**src/lpl_pkg.sv**
```systemverilog
// ----------------------------------------------------------------------------
// lpl_pkg: shared types and constants of the lookahead peak limiter
// Controller states and the command/status structs between the controller
// and the datapath.
// ----------------------------------------------------------------------------
package lpl_pkg;

    localparam int unsigned SAMPLE_W = 24;
    localparam int unsigned GAIN_W   = 25;
    localparam int unsigned CEIL_W   = 23;
    localparam int unsigned COEFF_W  = 16;
    localparam int unsigned LEN_W    = 8;

    localparam logic [GAIN_W-1:0] UNITY_GAIN = 25'd16777216;

    localparam logic [1:0] REG_CEILING = 2'd0;
    localparam logic [1:0] REG_ATTACK  = 2'd1;
    localparam logic [1:0] REG_RELEASE = 2'd2;
    localparam logic [1:0] REG_LOOK    = 2'd3;

    localparam logic [CEIL_W-1:0]  RST_CEILING = 23'd8388607;
    localparam logic [COEFF_W-1:0] RST_ATTACK  = 16'd0;
    localparam logic [COEFF_W-1:0] RST_RELEASE = 16'd65000;
    localparam logic [LEN_W-1:0]   RST_LOOK    = 8'd240;

    typedef enum logic [3:0] {
        ST_CLEAR,
        ST_IDLE,
        ST_WRITE,
        ST_SCAN,
        ST_SCAN_END,
        ST_DIV,
        ST_SMOOTH,
        ST_SCALE,
        ST_CLAMP,
        ST_OUT
    } t_state;

    // controller to datapath
    typedef struct packed {
        logic clr_start;   // restart the clearing sweep position
        logic clr_step;    // clear one ring entry and advance
        logic take_in;     // capture the input frame, write stores
        logic scan_start;
        logic scan_step;   // fold one ring entry into the maximum
        logic div_start;
        logic div_step;
        logic smooth;
        logic scale;
        logic clamp;
        logic out_load;
        logic advance;     // move write position
    } t_cmd;

    // datapath to controller
    typedef struct packed {
        logic clr_done;
        logic scan_last;
        logic div_done;
    } t_status;

endpackage

```
**src/lpl_ctrl.sv**
```systemverilog
// ----------------------------------------------------------------------------
// lpl_ctrl: controller of the lookahead peak limiter
// Sequences clearing, store write, ring scan, serial divide, smoothing and
// output scaling for one item at a time.
// ----------------------------------------------------------------------------
module lpl_ctrl (
    input  logic              i_clk,
    input  logic              i_rst_n,
    input  logic              i_in_valid,
    output logic              o_in_ready,
    output logic              o_out_valid,
    input  logic              i_out_ready,
    input  logic              i_clear_req,
    input  lpl_pkg::t_status  i_status,
    output lpl_pkg::t_cmd     o_cmd
);

    lpl_pkg::t_state r_state, n_state;
    logic            r_out_valid, n_out_valid;

    // next state
    always_comb begin
        n_state = r_state;
        unique case (r_state)
            lpl_pkg::ST_CLEAR:    if (i_status.clr_done) n_state = lpl_pkg::ST_IDLE;
            lpl_pkg::ST_IDLE: begin
                if (i_clear_req)     n_state = lpl_pkg::ST_CLEAR;
                else if (i_in_valid) n_state = lpl_pkg::ST_WRITE;
            end
            lpl_pkg::ST_WRITE:    n_state = lpl_pkg::ST_SCAN;
            lpl_pkg::ST_SCAN:     if (i_status.scan_last) n_state = lpl_pkg::ST_SCAN_END;
            lpl_pkg::ST_SCAN_END: n_state = lpl_pkg::ST_DIV;
            lpl_pkg::ST_DIV:      if (i_status.div_done) n_state = lpl_pkg::ST_SMOOTH;
            lpl_pkg::ST_SMOOTH:   n_state = lpl_pkg::ST_SCALE;
            lpl_pkg::ST_SCALE:    n_state = lpl_pkg::ST_CLAMP;
            lpl_pkg::ST_CLAMP:    n_state = lpl_pkg::ST_OUT;
            lpl_pkg::ST_OUT:      if (!r_out_valid || i_out_ready) n_state = lpl_pkg::ST_IDLE;
            default:              n_state = lpl_pkg::ST_IDLE;
        endcase
    end

    // outputs
    always_comb begin
        o_cmd = '0;
        n_out_valid = r_out_valid && !i_out_ready;
        unique case (r_state)
            lpl_pkg::ST_CLEAR:    o_cmd.clr_step = 1'b1;
            lpl_pkg::ST_IDLE: begin
                o_cmd.clr_start = i_clear_req;
                o_cmd.take_in   = !i_clear_req && i_in_valid;
            end
            lpl_pkg::ST_WRITE:    o_cmd.scan_start = 1'b1;
            lpl_pkg::ST_SCAN:     o_cmd.scan_step = 1'b1;
            lpl_pkg::ST_SCAN_END: o_cmd.div_start = 1'b1;
            lpl_pkg::ST_DIV:      o_cmd.div_step = 1'b1;
            lpl_pkg::ST_SMOOTH:   o_cmd.smooth = 1'b1;
            lpl_pkg::ST_SCALE:    o_cmd.scale = 1'b1;
            lpl_pkg::ST_CLAMP:    o_cmd.clamp = 1'b1;
            lpl_pkg::ST_OUT: begin
                if (!r_out_valid || i_out_ready) begin
                    o_cmd.out_load = 1'b1;
                    o_cmd.advance  = 1'b1;
                    n_out_valid    = 1'b1;
                end
            end
            default: ;
        endcase
    end

    always_ff @(posedge i_clk) begin
        if (!i_rst_n) begin
            r_state     <= lpl_pkg::ST_CLEAR;
            r_out_valid <= 1'b0;
        end else begin
            r_state     <= n_state;
            r_out_valid <= n_out_valid;
        end
    end

    assign o_in_ready  = (r_state == lpl_pkg::ST_IDLE) && !i_clear_req;
    assign o_out_valid = r_out_valid;

    // a result is only loaded where the output register is free
    a_no_overwrite: assert property (@(posedge i_clk) disable iff (!i_rst_n)
        o_cmd.out_load |-> (!r_out_valid || i_out_ready))
        else $error("result register overwritten");
    // input never taken while clearing
    a_no_take_clear: assert property (@(posedge i_clk) disable iff (!i_rst_n)
        (r_state == lpl_pkg::ST_CLEAR) |-> !o_in_ready)
        else $error("input accepted during clear");
    // the divide starts right after the scan finishes
    a_div_follows: assert property (@(posedge i_clk) disable iff (!i_rst_n)
        (r_state == lpl_pkg::ST_SCAN_END) |=> (r_state == lpl_pkg::ST_DIV))
        else $error("divide not started after scan");

endmodule

```
**config.mk**
```make
export PLATFORM = sky130hd
export DESIGN_NAME = lpl_ctrl
export DESIGN_NICKNAME = d
export VERILOG_FILES = /design/src/lpl_pkg.sv /design/src/lpl_ctrl.sv
export SDC_FILE = /design/constraint.sdc
export NUM_CORES = 1
export LEC_CHECK = 0
export ABC_AREA = 1
export BUFFER_PORTS_ARGS = -buffer_cell sky130_fd_sc_hd__buf_4
export CELL_PAD_IN_SITES_DETAIL_PLACEMENT = 0
export CELL_PAD_IN_SITES_GLOBAL_PLACEMENT = 1
export CORE_MARGIN = 4
export CORE_UTILIZATION = 23
export CTS_BUF_LIST = sky130_fd_sc_hd__clkbuf_8 sky130_fd_sc_hd__clkbuf_16
export DETAILED_ROUTE_END_ITERATION = 8
export PLACE_DENSITY_LB_ADDON = 0.1
export SETUP_SLACK_MARGIN = 0.02
export SYNTH_ARGS = -nofsm -noshare
export SYNTH_HDL_FRONTEND = slang
export SYNTH_SLANG_ARGS = --single-unit
export TNS_END_PERCENT = 50
```
**constraint.sdc**
```tcl
create_clock -name i_clk -period 1.2 [get_ports i_clk]
set_input_delay 0.36 -clock i_clk [delete_from_list [all_inputs] [get_ports i_clk]]
set_output_delay 0.36 -clock i_clk [all_outputs]
set_load 0.03 [all_outputs]
```
; ---- Word level (Yosys, flattened, before mapping)
; Index checks and enable logic that the tools add are counted.
[op_classes]
addsub = 0
n_mul = 0
div = 0
n_lt_le_gt_ge = 0
n_eq_ne = 14
shifts = 0
muxes = 21
bitwise = 0
reduce_logical = 9
[ops]
columns = cell, n
row1 = $pmux 4 s10, 1
row2 = $mux 4, 6
row3 = $eq 4x3->1 const B, 4
row4 = $mux 1, 12
row5 = $eq 4x2->1 const B, 2
row6 = $eq 4x4->1 const B, 2
row7 = $ne 2x2->1 const B, 4
row8 = $reduce_and 5->1, 1
row9 = $eq 4x1->1 const B, 1
row10 = $logic_not 4->1, 1
row11 = $mux 2, 2
row12 = $logic_and 1x1->1, 3
row13 = $logic_not 1->1, 3
row14 = $ne 3x3->1 const B, 1
row15 = $logic_or 1x1->1, 1
[totals]
reg_bits = 5
latch_bits = 0
ramBits = 0
romBits = 0
inputBits = 8
output_inout_bits = 14
n_memories = 0

; ---- Depth between registers and ports, before layout
[logic_depth]
word_depth = 4
ltp_mapped = 8
ltp_nobuf = 8

; ---- Worst setup path before layout
; No wires, ideal clock.
[synth_path]
kind = reg-to-output
start = register r_state[0]
end = output port o_cmd[1] in the netlist's numbering
arrival_time_ps = 1336
required_ps = 840
path_slack_ps = -496
stages_incl_launch_ff = 6
path_cell_list = dfxtp_1 inv_2 nor2_4 nand2_1 nor2_1 buf_4
[synth_lines]
columns = item, line
row1 = start: declaration, lpl_ctrl.sv:18  ; lpl_pkg::t_state r_state, n_state;
row2 = start signal: assignment, lpl_ctrl.sv:72  ; r_state <= lpl_pkg::ST_CLEAR;
row3 = start signal: assignment, lpl_ctrl.sv:75  ; r_state <= n_state;
row4 = end: declaration, lpl_ctrl.sv:15  ; output lpl_pkg::t_cmd o_cmd

==> results.md <==
* Run status: finished, violations left
* Failing checks: negative setup slack
* XOR/XNOR Fraction of Synth Area at 0%
* Worst setup EP type: output port
* Synthesized Nets at 75
* Worst-path clk slew at 30 ps
* Area of the multi-input gates at 304 um^2
* Post-DP Area at 778 um^2
* Syn Inst Count at 67
* FF-to-FF path depth at 9
* GRT overflow at 0
* Setup ws final at -350 ps
* Adder-cell share of the synthesized area at 0%
* Clock Latency Late Sink at 220 ps
* Global-route usage over all layers at 11.5%
* CTS root buffer: clkbuf_8
* Period utilization at 129%
* Total Nets Final at 122
* Rel. slew slack at 89.4%
* Cts hold-fix bufs at 0
* Area Growth Syn to Fin at 132%
* Most common cell after layout, fill and taps aside: buf_4
* Drt pass-1 iters at 4
* CTS H-tree depth at 1
* Initial Utilization at 25.2%
* RSZ-0062 raised after global routing: true
* Antenna violations before repair at 0
* Crit path max fanout at 4
* Fillers at 158
* Fin crit period at 1550 ps
* FF+latch count, synth at 5
* Largest family of logic cells by synthesized area: simple AND/OR/NAND/NOR gates
* Die width at 49.3 um
* Final ANT Viol Nets at 0
* Synthesized cell area at 393 um^2
* Wire per inst at 9.65 um
* Mean post-synth cell area at 5.86 um^2
* Critical path class: flip-flop to output port
* Max Cap Viol at 0
* Number of setup violations in the final report at 16
* Post-DP HPWL at 1060 um
* Mux cell area share after synthesis at 0%
* Worst path required time at 840 ps
* Site Rows at 14
* Layout cells sized above 1 at 69.9%
* Final wirelength at 1250 um
* CP Launch Type: flip-flop
* Post-route DRC at 0
* Avg Vias per Cell at 4.37
* PortBufs at 21
* DIE HEIGHT at 49.3 um
* Clock buffer count from CTS at 3
* DR iter-0 viols at 11
* Fmax at 645 MHz
* Hold Path Depth at 3
* Post-synthesis simple-gate area fraction at 51.9%
* Worst-Margin Slew at 158 ps
* Synth warn at 0
* Placed Cells at 124
* Clock sinks at 5
* CTS tree: built
* Max Transition Viols Final at 0
* Antenna diode count at 0
* Sequential area share after synthesis at 25.5%
* First-pass GRT wire length at 2150 um
* Pwr/cell area at 812 nW/um^2
* Non-Filler Instances at 129
* Worst Hold Slack at 372 ps
* Largest net degree at the start of global routing at 6
* Clk_skew at 0.700 ps
* Final Hold Viols at 0
* Lkg Pwr at 0.456 nW
* Hold Crit Class: input port to flip-flop
* WP data arrival at 1190 ps
* Most frequent cells in the layout: buf_4, buf_6, inv_1
* Peak supply drop at 485 uV
* # IOs at 22
* Placer Congestion at 0.800
* Post-route cell area at 910 um^2
* Vias in the first global route at 567
* Synth Area in Compound Gates at 6.37%
* Sequential Area at 114 um^2
* Vias post-DR at 564
* Core Area at 1560 um^2
* DIE AREA at 2430 um^2
* CTS Buffer Depth at 2
* Yosys cell types at 14
==> cell usage after synthesis <==
cell,count,area [um^2]
dfxtp_1,5,100
a21oi_1,5,25.0
nand3_1,6,30.0
nand2_4,1,11.3
nor3_1,2,10.0
nor2_1,14,52.6
nand2_2,2,12.5
inv_2,5,18.8
nor2_4,1,11.3
buf_4,1,7.51
inv_1,10,37.5
nand2_1,8,30.0
nor2_2,5,31.3
nand3b_1,2,15.0
==> registers in the layout, indices dropped and copies added, names as in the netlist <==
register	count
o_out_valid	1
r_state	4
==> layer usage <==
layer / global-route usage, % / vias to the layer above / part of all wire [%]
met5: 0 / - / 0
met4: 2.84 / 0 / 0.64
met3: 4.59 / 2 / 6.0
met2: 20.5 / 22 / 52
met1: 12.4 / 243 / 41
li1: - / 297 / -
==> stage by stage <==
stage                     worst slack (ps)  setup TNS (ps)  utilization (%)  power (mW)
final                                 -350           -3700             58.3       0.738
after global routing                  -409           -4890             58.3       0.789
after CTS                             -354           -3980             56.6       0.743
after detailed placement              -156           -1380             49.9       0.411
after global placement                -148           -1490             49.9       0.410
after floorplan                       -190           -1500                -       0.310
==> final timing paths <==
check | start | end | slack, ps
hold / removal | i_rst_n | r_state[0] | 370
hold reg to reg | o_out_valid | o_out_valid | 670
setup reg to reg | r_state[0] | r_state[2] | -70
setup / recovery | r_state[0] | o_cmd[9] | -350
==> power breakdown <==
| part | switching (mW) | internal, mW | leakage [nW] | total, mW |
|---|---|---|---|---|
| logic | 0.135 | 0.117 | 0.386 | 0.251 |
| clock network | 0.0852 | 0.219 | 0.0269 | 0.305 |
| registers | 0.0107 | 0.172 | 0.0438 | 0.182 |
| total | 0.231 | 0.508 | 0.456 | 0.738 |
==> kinds of logic (layout without fill, tap and decap cells) <==
group | Yosys count | in the layout
AO/OA/AOI/OAI | 5 | 5
buffers and inverters | 16 | 62
AND/OR/NAND/NOR | 41 | 41
flip-flops | 5 | 5
==> final cells by class <==
type,count,share of cell area (%)
clock buffers,3,4.54
inverters,15,7.29
repair buffers,43,39.6
multi-input cells,46,33.4
clock inverters,1,0.413
well taps,16,2.20
flip-flops and latches,5,12.5
==> critical path, stage by stage (launching register included) <==
cell and delay, ps:
dfxtp_4 350, inv_4 40, nor2_4 120, inv_2 70, nor2_4 100, inv_2 50
nor2_2 90, buf_6 140
==> what timing repair did <==
| action | CTS | global route |
|---|---|---|
| resized for setup | 19 | 7 |
| buffers inserted | 0 | 1 |
| setup endpoints to repair | 17 | 17 |
| pin swaps | 3 | 2 |
Note: power is estimated with default switching activity, not from simulation.
